==> config.mk <==
export PLATFORM = sky130hd
export DESIGN_NAME = status_frame_checker_unit
export DESIGN_NICKNAME = d
export VERILOG_FILES = /design/src/design/sfc_pkg.sv /design/src/design/sfc_rx_tracker.sv /design/src/design/status_frame_checker_unit.sv
export SDC_FILE = /design/constraint.sdc
export NUM_CORES = 1
export LEC_CHECK = 0
export BUFFER_PORTS_ARGS = -buffer_cell sky130_fd_sc_hd__buf_2
export CAP_MARGIN = 20
export CORE_UTILIZATION = 52
export CTS_CLUSTER_DIAMETER = 30
export CTS_CLUSTER_SIZE = 24
export DETAILED_ROUTE_END_ITERATION = 7
export HOLD_SLACK_MARGIN = 0.03
export PLACE_DENSITY = 0.75
export RECOVER_POWER = 50
export SETUP_SLACK_MARGIN = 0.1
export SKIP_CTS_REPAIR_TIMING = 1
export SYNTH_ARGS = -nofsm -noshare
export SYNTH_HDL_FRONTEND = slang
export SYNTH_SLANG_ARGS = --single-unit
==> constraint.sdc <==
create_clock -name clk_i -period 2 [get_ports clk_i]
set_input_delay 0.5 -clock clk_i [delete_from_list [all_inputs] [get_ports clk_i]]
set_output_delay 0.5 -clock clk_i [all_outputs]
set_load 0.01 [all_outputs]
==> src/design/sfc_pkg.sv <==
`default_nettype none
package sfc_pkg;

  // Byte range covered by the 16-bit frame sum
  localparam int SumFirst = 1;
  localparam int SumLast  = 30;

  // Checksum byte positions
  localparam int ChkLowPos  = 31;
  localparam int ChkHighPos = 32;

  // Field byte positions
  localparam int PosIdx0   = 12;
  localparam int PosIdx1   = 13;
  localparam int PosIdx2   = 14;
  localparam int PosId0    = 17;
  localparam int PosId1    = 18;
  localparam int PosId2    = 19;
  localparam int PosStatus = 20;
  localparam int PosB25    = 25;
  localparam int PosB26    = 26;

  // Door rule on the 24-bit card number
  localparam logic [23:0] DoorIdMin = 24'd100;
  localparam logic [23:0] DoorIdAlt = 24'd5;

  typedef struct packed {
    logic        last;     // next byte to arrive is the final byte of the frame
    logic        chk_ok;   // both checksum bytes matched
    logic [23:0] index;    // bytes 14:13:12
    logic [23:0] card;     // bytes 19:18:17
    logic [7:0]  status;   // byte 20
    logic [7:0]  b25;      // byte 25
    logic [7:0]  b26;      // byte 26
  } frame_info_t;

endpackage
`default_nettype wire

==> src/design/sfc_rx_tracker.sv <==
`default_nettype none
module sfc_rx_tracker #(
  parameter int FRAME_LENGTH = 34
) (
  input  wire logic                 clk_i,
  input  wire logic                 rst_ni,
  input  wire logic                 byte_valid_i,
  input  wire logic [7:0]           byte_i,
  output sfc_pkg::frame_info_t      info_o
);

  localparam int PosW = $clog2(FRAME_LENGTH);
  localparam logic [PosW-1:0] LastPos = PosW'(FRAME_LENGTH - 1);

  logic [PosW-1:0] pos_q, pos_d;
  logic [15:0]     sum_q, sum_d;
  logic            match_q, match_d;
  logic [7:0]      cap_q [9];
  logic            is_last;

  assign is_last = (pos_q == LastPos);

  always_comb begin
    pos_d   = is_last ? '0 : pos_q + PosW'(1);
    sum_d   = sum_q;
    match_d = match_q;
    if (pos_q == '0) begin
      sum_d   = '0;
      match_d = 1'b0;
    end
    if (pos_q >= PosW'(sfc_pkg::SumFirst) && pos_q <= PosW'(sfc_pkg::SumLast)) begin
      sum_d = sum_q + {8'h00, byte_i};
    end
    if (pos_q == PosW'(sfc_pkg::ChkLowPos)) begin
      match_d = (sum_q[7:0] == byte_i);
    end
    if (pos_q == PosW'(sfc_pkg::ChkHighPos)) begin
      match_d = match_q && (sum_q[15:8] == byte_i);
    end
  end

  always_ff @(posedge clk_i or negedge rst_ni) begin
    if (!rst_ni) begin
      pos_q   <= '0;
      sum_q   <= '0;
      match_q <= 1'b0;
    end else if (byte_valid_i) begin
      pos_q   <= pos_d;
      sum_q   <= sum_d;
      match_q <= match_d;
    end
  end

  // capture field bytes; no reset, every slot is written before the last byte
  always_ff @(posedge clk_i) begin
    if (byte_valid_i) begin
      case (pos_q)
        PosW'(sfc_pkg::PosIdx0):   cap_q[0] <= byte_i;
        PosW'(sfc_pkg::PosIdx1):   cap_q[1] <= byte_i;
        PosW'(sfc_pkg::PosIdx2):   cap_q[2] <= byte_i;
        PosW'(sfc_pkg::PosId0):    cap_q[3] <= byte_i;
        PosW'(sfc_pkg::PosId1):    cap_q[4] <= byte_i;
        PosW'(sfc_pkg::PosId2):    cap_q[5] <= byte_i;
        PosW'(sfc_pkg::PosStatus): cap_q[6] <= byte_i;
        PosW'(sfc_pkg::PosB25):    cap_q[7] <= byte_i;
        PosW'(sfc_pkg::PosB26):    cap_q[8] <= byte_i;
        default: ;
      endcase
    end
  end

  always_comb begin
    info_o.last   = is_last;
    info_o.chk_ok = match_q;
    info_o.index  = {cap_q[2], cap_q[1], cap_q[0]};
    info_o.card   = {cap_q[5], cap_q[4], cap_q[3]};
    info_o.status = cap_q[6];
    info_o.b25    = cap_q[7];
    info_o.b26    = cap_q[8];
  end

endmodule
`default_nettype wire

==> src/design/status_frame_checker_unit.sv <==
`default_nettype none
// Status frame checker: takes the controller's reply one byte per transaction and
// counts fixed frames of FRAME_LENGTH bytes from reset. A byte is taken every cycle;
// the only stall is on the final byte of a frame while the previous frame's result is
// still waiting on out_ready_i, since the single result register holds one result.
// The result appears on the output in the cycle after the final byte is accepted.
// frame_ok_o reports the checksum (bytes 31 low, 32 high against the sum of bytes 1
// to 30); the other fields show the values of the last good frame, zero until one
// has been seen.
module status_frame_checker_unit #(
  parameter int FRAME_LENGTH = 34
) (
  input  wire logic        clk_i,
  input  wire logic        rst_ni,
  input  wire logic        in_valid_i,
  output logic             in_ready_o,
  input  wire logic [7:0]  rx_byte_i,
  output logic             out_valid_o,
  input  wire logic        out_ready_i,
  output logic             frame_ok_o,
  output logic [24:0]      next_index_o,
  output logic [7:0]       card_area_o,
  output logic [15:0]      card_id_o,
  output logic [7:0]       record_status_o,
  output logic             door_open_o,
  output logic [7:0]       record_flag_byte_o
);

  sfc_pkg::frame_info_t info;
  logic in_accept;
  logic last_accept;
  logic door_d;

  logic        out_valid_q;
  logic        frame_ok_q;
  logic [24:0] index_q;
  logic [7:0]  area_q;
  logic [15:0] card_id_q;
  logic [7:0]  status_q;
  logic        door_q;
  logic [7:0]  flag_q;

  // hold off the final byte while the previous result is still pending
  assign in_ready_o  = !info.last || !out_valid_q || out_ready_i;
  assign in_accept   = in_valid_i && in_ready_o;
  assign last_accept = in_accept && info.last;

  sfc_rx_tracker #(
    .FRAME_LENGTH(FRAME_LENGTH)
  ) u_tracker (
    .clk_i       (clk_i),
    .rst_ni      (rst_ni),
    .byte_valid_i(in_accept),
    .byte_i      (rx_byte_i),
    .info_o      (info)
  );

  assign door_d = ((info.card > sfc_pkg::DoorIdMin) || (info.card == '0) ||
                   (info.card == sfc_pkg::DoorIdAlt)) && (info.b25 == 8'h00);

  always_ff @(posedge clk_i or negedge rst_ni) begin
    if (!rst_ni) begin
      out_valid_q <= 1'b0;
      frame_ok_q  <= 1'b0;
      index_q     <= '0;
      area_q      <= '0;
      card_id_q   <= '0;
      status_q    <= '0;
      door_q      <= 1'b0;
      flag_q      <= '0;
    end else begin
      if (last_accept) begin
        out_valid_q <= 1'b1;
        frame_ok_q  <= info.chk_ok;
        // update stored fields on a good frame only
        if (info.chk_ok) begin
          index_q   <= {1'b0, info.index} + 25'd1;
          area_q    <= info.card[23:16];
          card_id_q <= info.card[15:0];
          status_q  <= info.status;
          door_q    <= door_d;
          flag_q    <= info.b26;
        end
      end else if (out_ready_i) begin
        out_valid_q <= 1'b0;
      end
    end
  end

  assign out_valid_o        = out_valid_q;
  assign frame_ok_o         = frame_ok_q;
  assign next_index_o       = index_q;
  assign card_area_o        = area_q;
  assign card_id_o          = card_id_q;
  assign record_status_o    = status_q;
  assign door_open_o        = door_q;
  assign record_flag_byte_o = flag_q;

  a_last_gives_result : assert property (@(posedge clk_i) disable iff (!rst_ni)
    last_accept |=> out_valid_o)
    else $error("final byte accepted without a result");

  a_no_overwrite : assert property (@(posedge clk_i) disable iff (!rst_ni)
    (out_valid_q && !out_ready_i) |-> !last_accept)
    else $error("pending result overwritten");

  a_fields_hold_mid_frame : assert property (@(posedge clk_i) disable iff (!rst_ni)
    (in_accept && !info.last) |=> ($stable(next_index_o) && $stable(card_id_o)))
    else $error("stored fields changed mid frame");

  a_bad_frame_keeps : assert property (@(posedge clk_i) disable iff (!rst_ni)
    (last_accept && !info.chk_ok) |=> ($stable(next_index_o) && $stable(door_open_o)))
    else $error("bad frame changed stored fields");

endmodule
`default_nettype wire

==> impl_metrics.yaml <==
status:
  status: "complete, but fails checks"
  violations: "negative setup slack"
routing:
  drtIter0Drc: 401
  drc_errors: 0
  dr_total_vias: 5138
  antenna_left: 0
  dr.pass1.iters: 5
  wl_um: 16400
  wl_per_cell_um: 17.7
  vias_per_cell: 5.53
sta:
  worst_pin_slew_ns: 1.24
  slew_viol_final: 0
  fin_crit_ns: 2.18
  hold_viol_final: 0
  setup_ws_ns: -0.178
  slew_headroom_pct: 17.5
  rsz0062_at_grt: "yes"
  clock_skew_ns: 0.00710
  whs_ns: 0.435
  final-setup-viol-count: 5
  tns_ns: -0.398
  period_share_pct: 109
  clock.fmax_mhz: 459
logic_synthesis:
  ys_seq_area_share_pct: 64.5
  synth.avg_cell_area_um2: 11.5
  synth_top_family_by_area: "simple AND/OR/NAND/NOR gates"
  synth.distinct_cells: 49
  yosys_warnings: 0
  synth_flop_cell: "dfrtp_1"
  yosys.area_share.simple_pct: 17.9
  synth.area.mux_share_pct: 0.454
  synth_cells: 598
  async_flop_share_pct: 55.8
  synth_fp_nets: 625
  synth_edf_count: 72
  synth-compound-area-share_pct: 7.31
  synthAdderAreaFrac_pct: 2.84
  synthesis.area_mm2: 0.00688
  synth_xor_area_share_pct: 4.96
  synth_seq_cells: 163
placed_design:
  place_congestion: 0.960
  post_dp_cell_area_mm2: 0.00797
  dp_cells: 885
  port_buffers: 80
  dp_slack_ns: -0.280
  hpwl_um: 10700
critical_path:
  cp_common_cell: "buf_6"
  cp_slowest_cell: "dfrtp_2"
  cpPeakStageDelay_ns: 0.43
  worstPathArrival_ns: 1.68
  rrSetupSlack_ns: -0.12
  startpoint_type: "register"
  critPathKind: "register to output port"
  cp_cell_sequence: "inv_2, ha_4, buf_6, and3_4, buf_6, nand2_2, buf_6"
  critPathBufInv: 4
  cpLargestDelayFamily: "buffers and inverters"
  critPathMaxFanout: 4
  crit_path_end_kind: "output port"
  cp_data_required_time_ns: 1.50
floorplan:
  num_io_pins: 81
  core.rowCount: 41
  die_area_mm2: 0.0137
  die-height_um: 117
  dieWidth_um: 117
  initial_core_util_pct: 53.9
  core_area_mm2: 0.0128
clocking:
  root_buffer: "clkbuf_16"
  cts_tree: "built"
  clk_latency_ns: 0.42
  cts_made_buffers: 17
  clk_pin_slew_ns: 0.06
  clock_path_buffers: 2
  clock_sinks: 163
  htreeDepth: 4
grt:
  grt_pass1_wl_um: 24900
  grt_max_degree: 92
  grt-ovfl-total: 0
  use_met1_pct: 30.0
  grt_use_met3_pct: 4.53
  antenna_found_initial: 0
  grt_use_met2_pct: 41.9
  busiest_layer: "met2"
  grt_use_total_pct: 24.8
  grt_pass1_vias: 5056
final_layout:
  layout.cells.most_common_list: "170 x nand2_1, 88 x dfrtp_1, 72 x edfxtp_1, 70 x buf_2, 51 x buf_4"
  stdcell_count: 929
  final_common_cell: "nand2_1"
  antenna_cells: 0
  areaGrowthSynthToFinish_pct: 28.6
  finalNetCount: 771
  finalInstanceArea_mm2: 0.00886
  fin_util_pct: 69.3
  drive_above_1_share_pct: 28.5
pwr:
  swShare_pct: 27.3
  pwr-share-comb_pct: 24.5
  p_leak_nw: 3.97
  p_per_area_mw_per_mm2: 1080
  p_sw_mw: 2.61
  pwr-share-clk_pct: 34.7
  p_int_mw: 6.95
  finalPower_mw: 9.56
  seqPwrFrac_pct: 40.8
  irDropWorstVdd_v: 0.000684
worst_hold_path:
  hold_path.class: "input pin to register"
run:
  max_cap_viol_count: 0
[cell usage after synthesis (10+ instances only)]
cell | count | area [um2]
ha_1 | 14 | 175
o21ai_0 | 32 | 160
dfrtp_1 | 91 | 2280
edfxtp_1 | 72 | 2160
nand4_1 | 12 | 75.1
clkbuf_1 | 13 | 48.8
xnor2_1 | 15 | 131
nor2_1 | 10 | 37.5
nand3_1 | 15 | 75.1
nor4_1 | 11 | 68.8
a21oi_1 | 14 | 70.1
nand2_1 | 171 | 642
xor2_1 | 24 | 210
[worst register-to-register path, stage by stage (launching register included)]
cell and delay, ns:
dfrtp_2 0.43, inv_2 0.11, buf_4 0.13, ha_4 0.13
or4b_4 0.50, a21oi_4 0.16, or4b_4 0.48, a21oi_2 0.12
[layout make-up]
class	count	area [um2]
clock buffers	21	440
clock inverters	11	160
inverters	6	25.0
flip-flops and latches	163	4440
fillers	883	3920
multi-input cells	404	2580
well taps	172	215
repair buffers	152	993
[layer usage]
metal | wire (um) | vias up | share of wire (%)
met4 | 486 | 0 | 3.0
met2 | 8440 | 168 | 51
li1 | - | 2406 | -
met3 | 592 | 40 | 3.6
met1 | 6910 | 2524 | 42
met5 | 0 | - | 0
[power by group through the flow]
stage                     clock network [mW]  registers, mW  logic, mW
after floorplan                            0           3.88       1.11
after global placement                     0           3.91       1.77
after detailed placement                   0           3.92       1.85
after CTS                               3.36           3.86       1.87
after global routing                    3.50           3.92       2.51
final                                   3.31           3.90       2.34
[worst paths after layout]
check	endpoint	from	cells after the start
setup / recovery	in_ready_o	u_tracker.pos_q[1]	7
hold / removal	out_valid_o	out_ready_i	3
setup reg to reg	u_tracker.sum_q[14]	u_tracker.pos_q[1]	7
hold reg to reg	record_flag_byte_o[6]	u_tracker.cap_q[8][6]	2
max in group asynchronous	u_tracker.pos_q[1]	rst_ni	2
min in group asynchronous	next_index_o[11]	rst_ni	2
[logic make-up (layout without fill, tap and decap cells)]
family	count (synthesis)	count (layout)
fa+ha+maj	15	15
compound gates	81	81
buf+inv	31	190
flops	163	163
simple gates	266	266
mux	3	3
xor+xnor	39	39
[flip-flops by register name (all words and copies together) (netlist names), 6 cells and up]
signal              count
next_index_o           25
u_tracker.sum_q        16
card_id_o              16
record_status_o         8
u_tracker.cap_q        72
card_area_o             8
u_tracker.pos_q         6
record_flag_byte_o      8
Note: power is estimated with default switching activity, not from simulation.
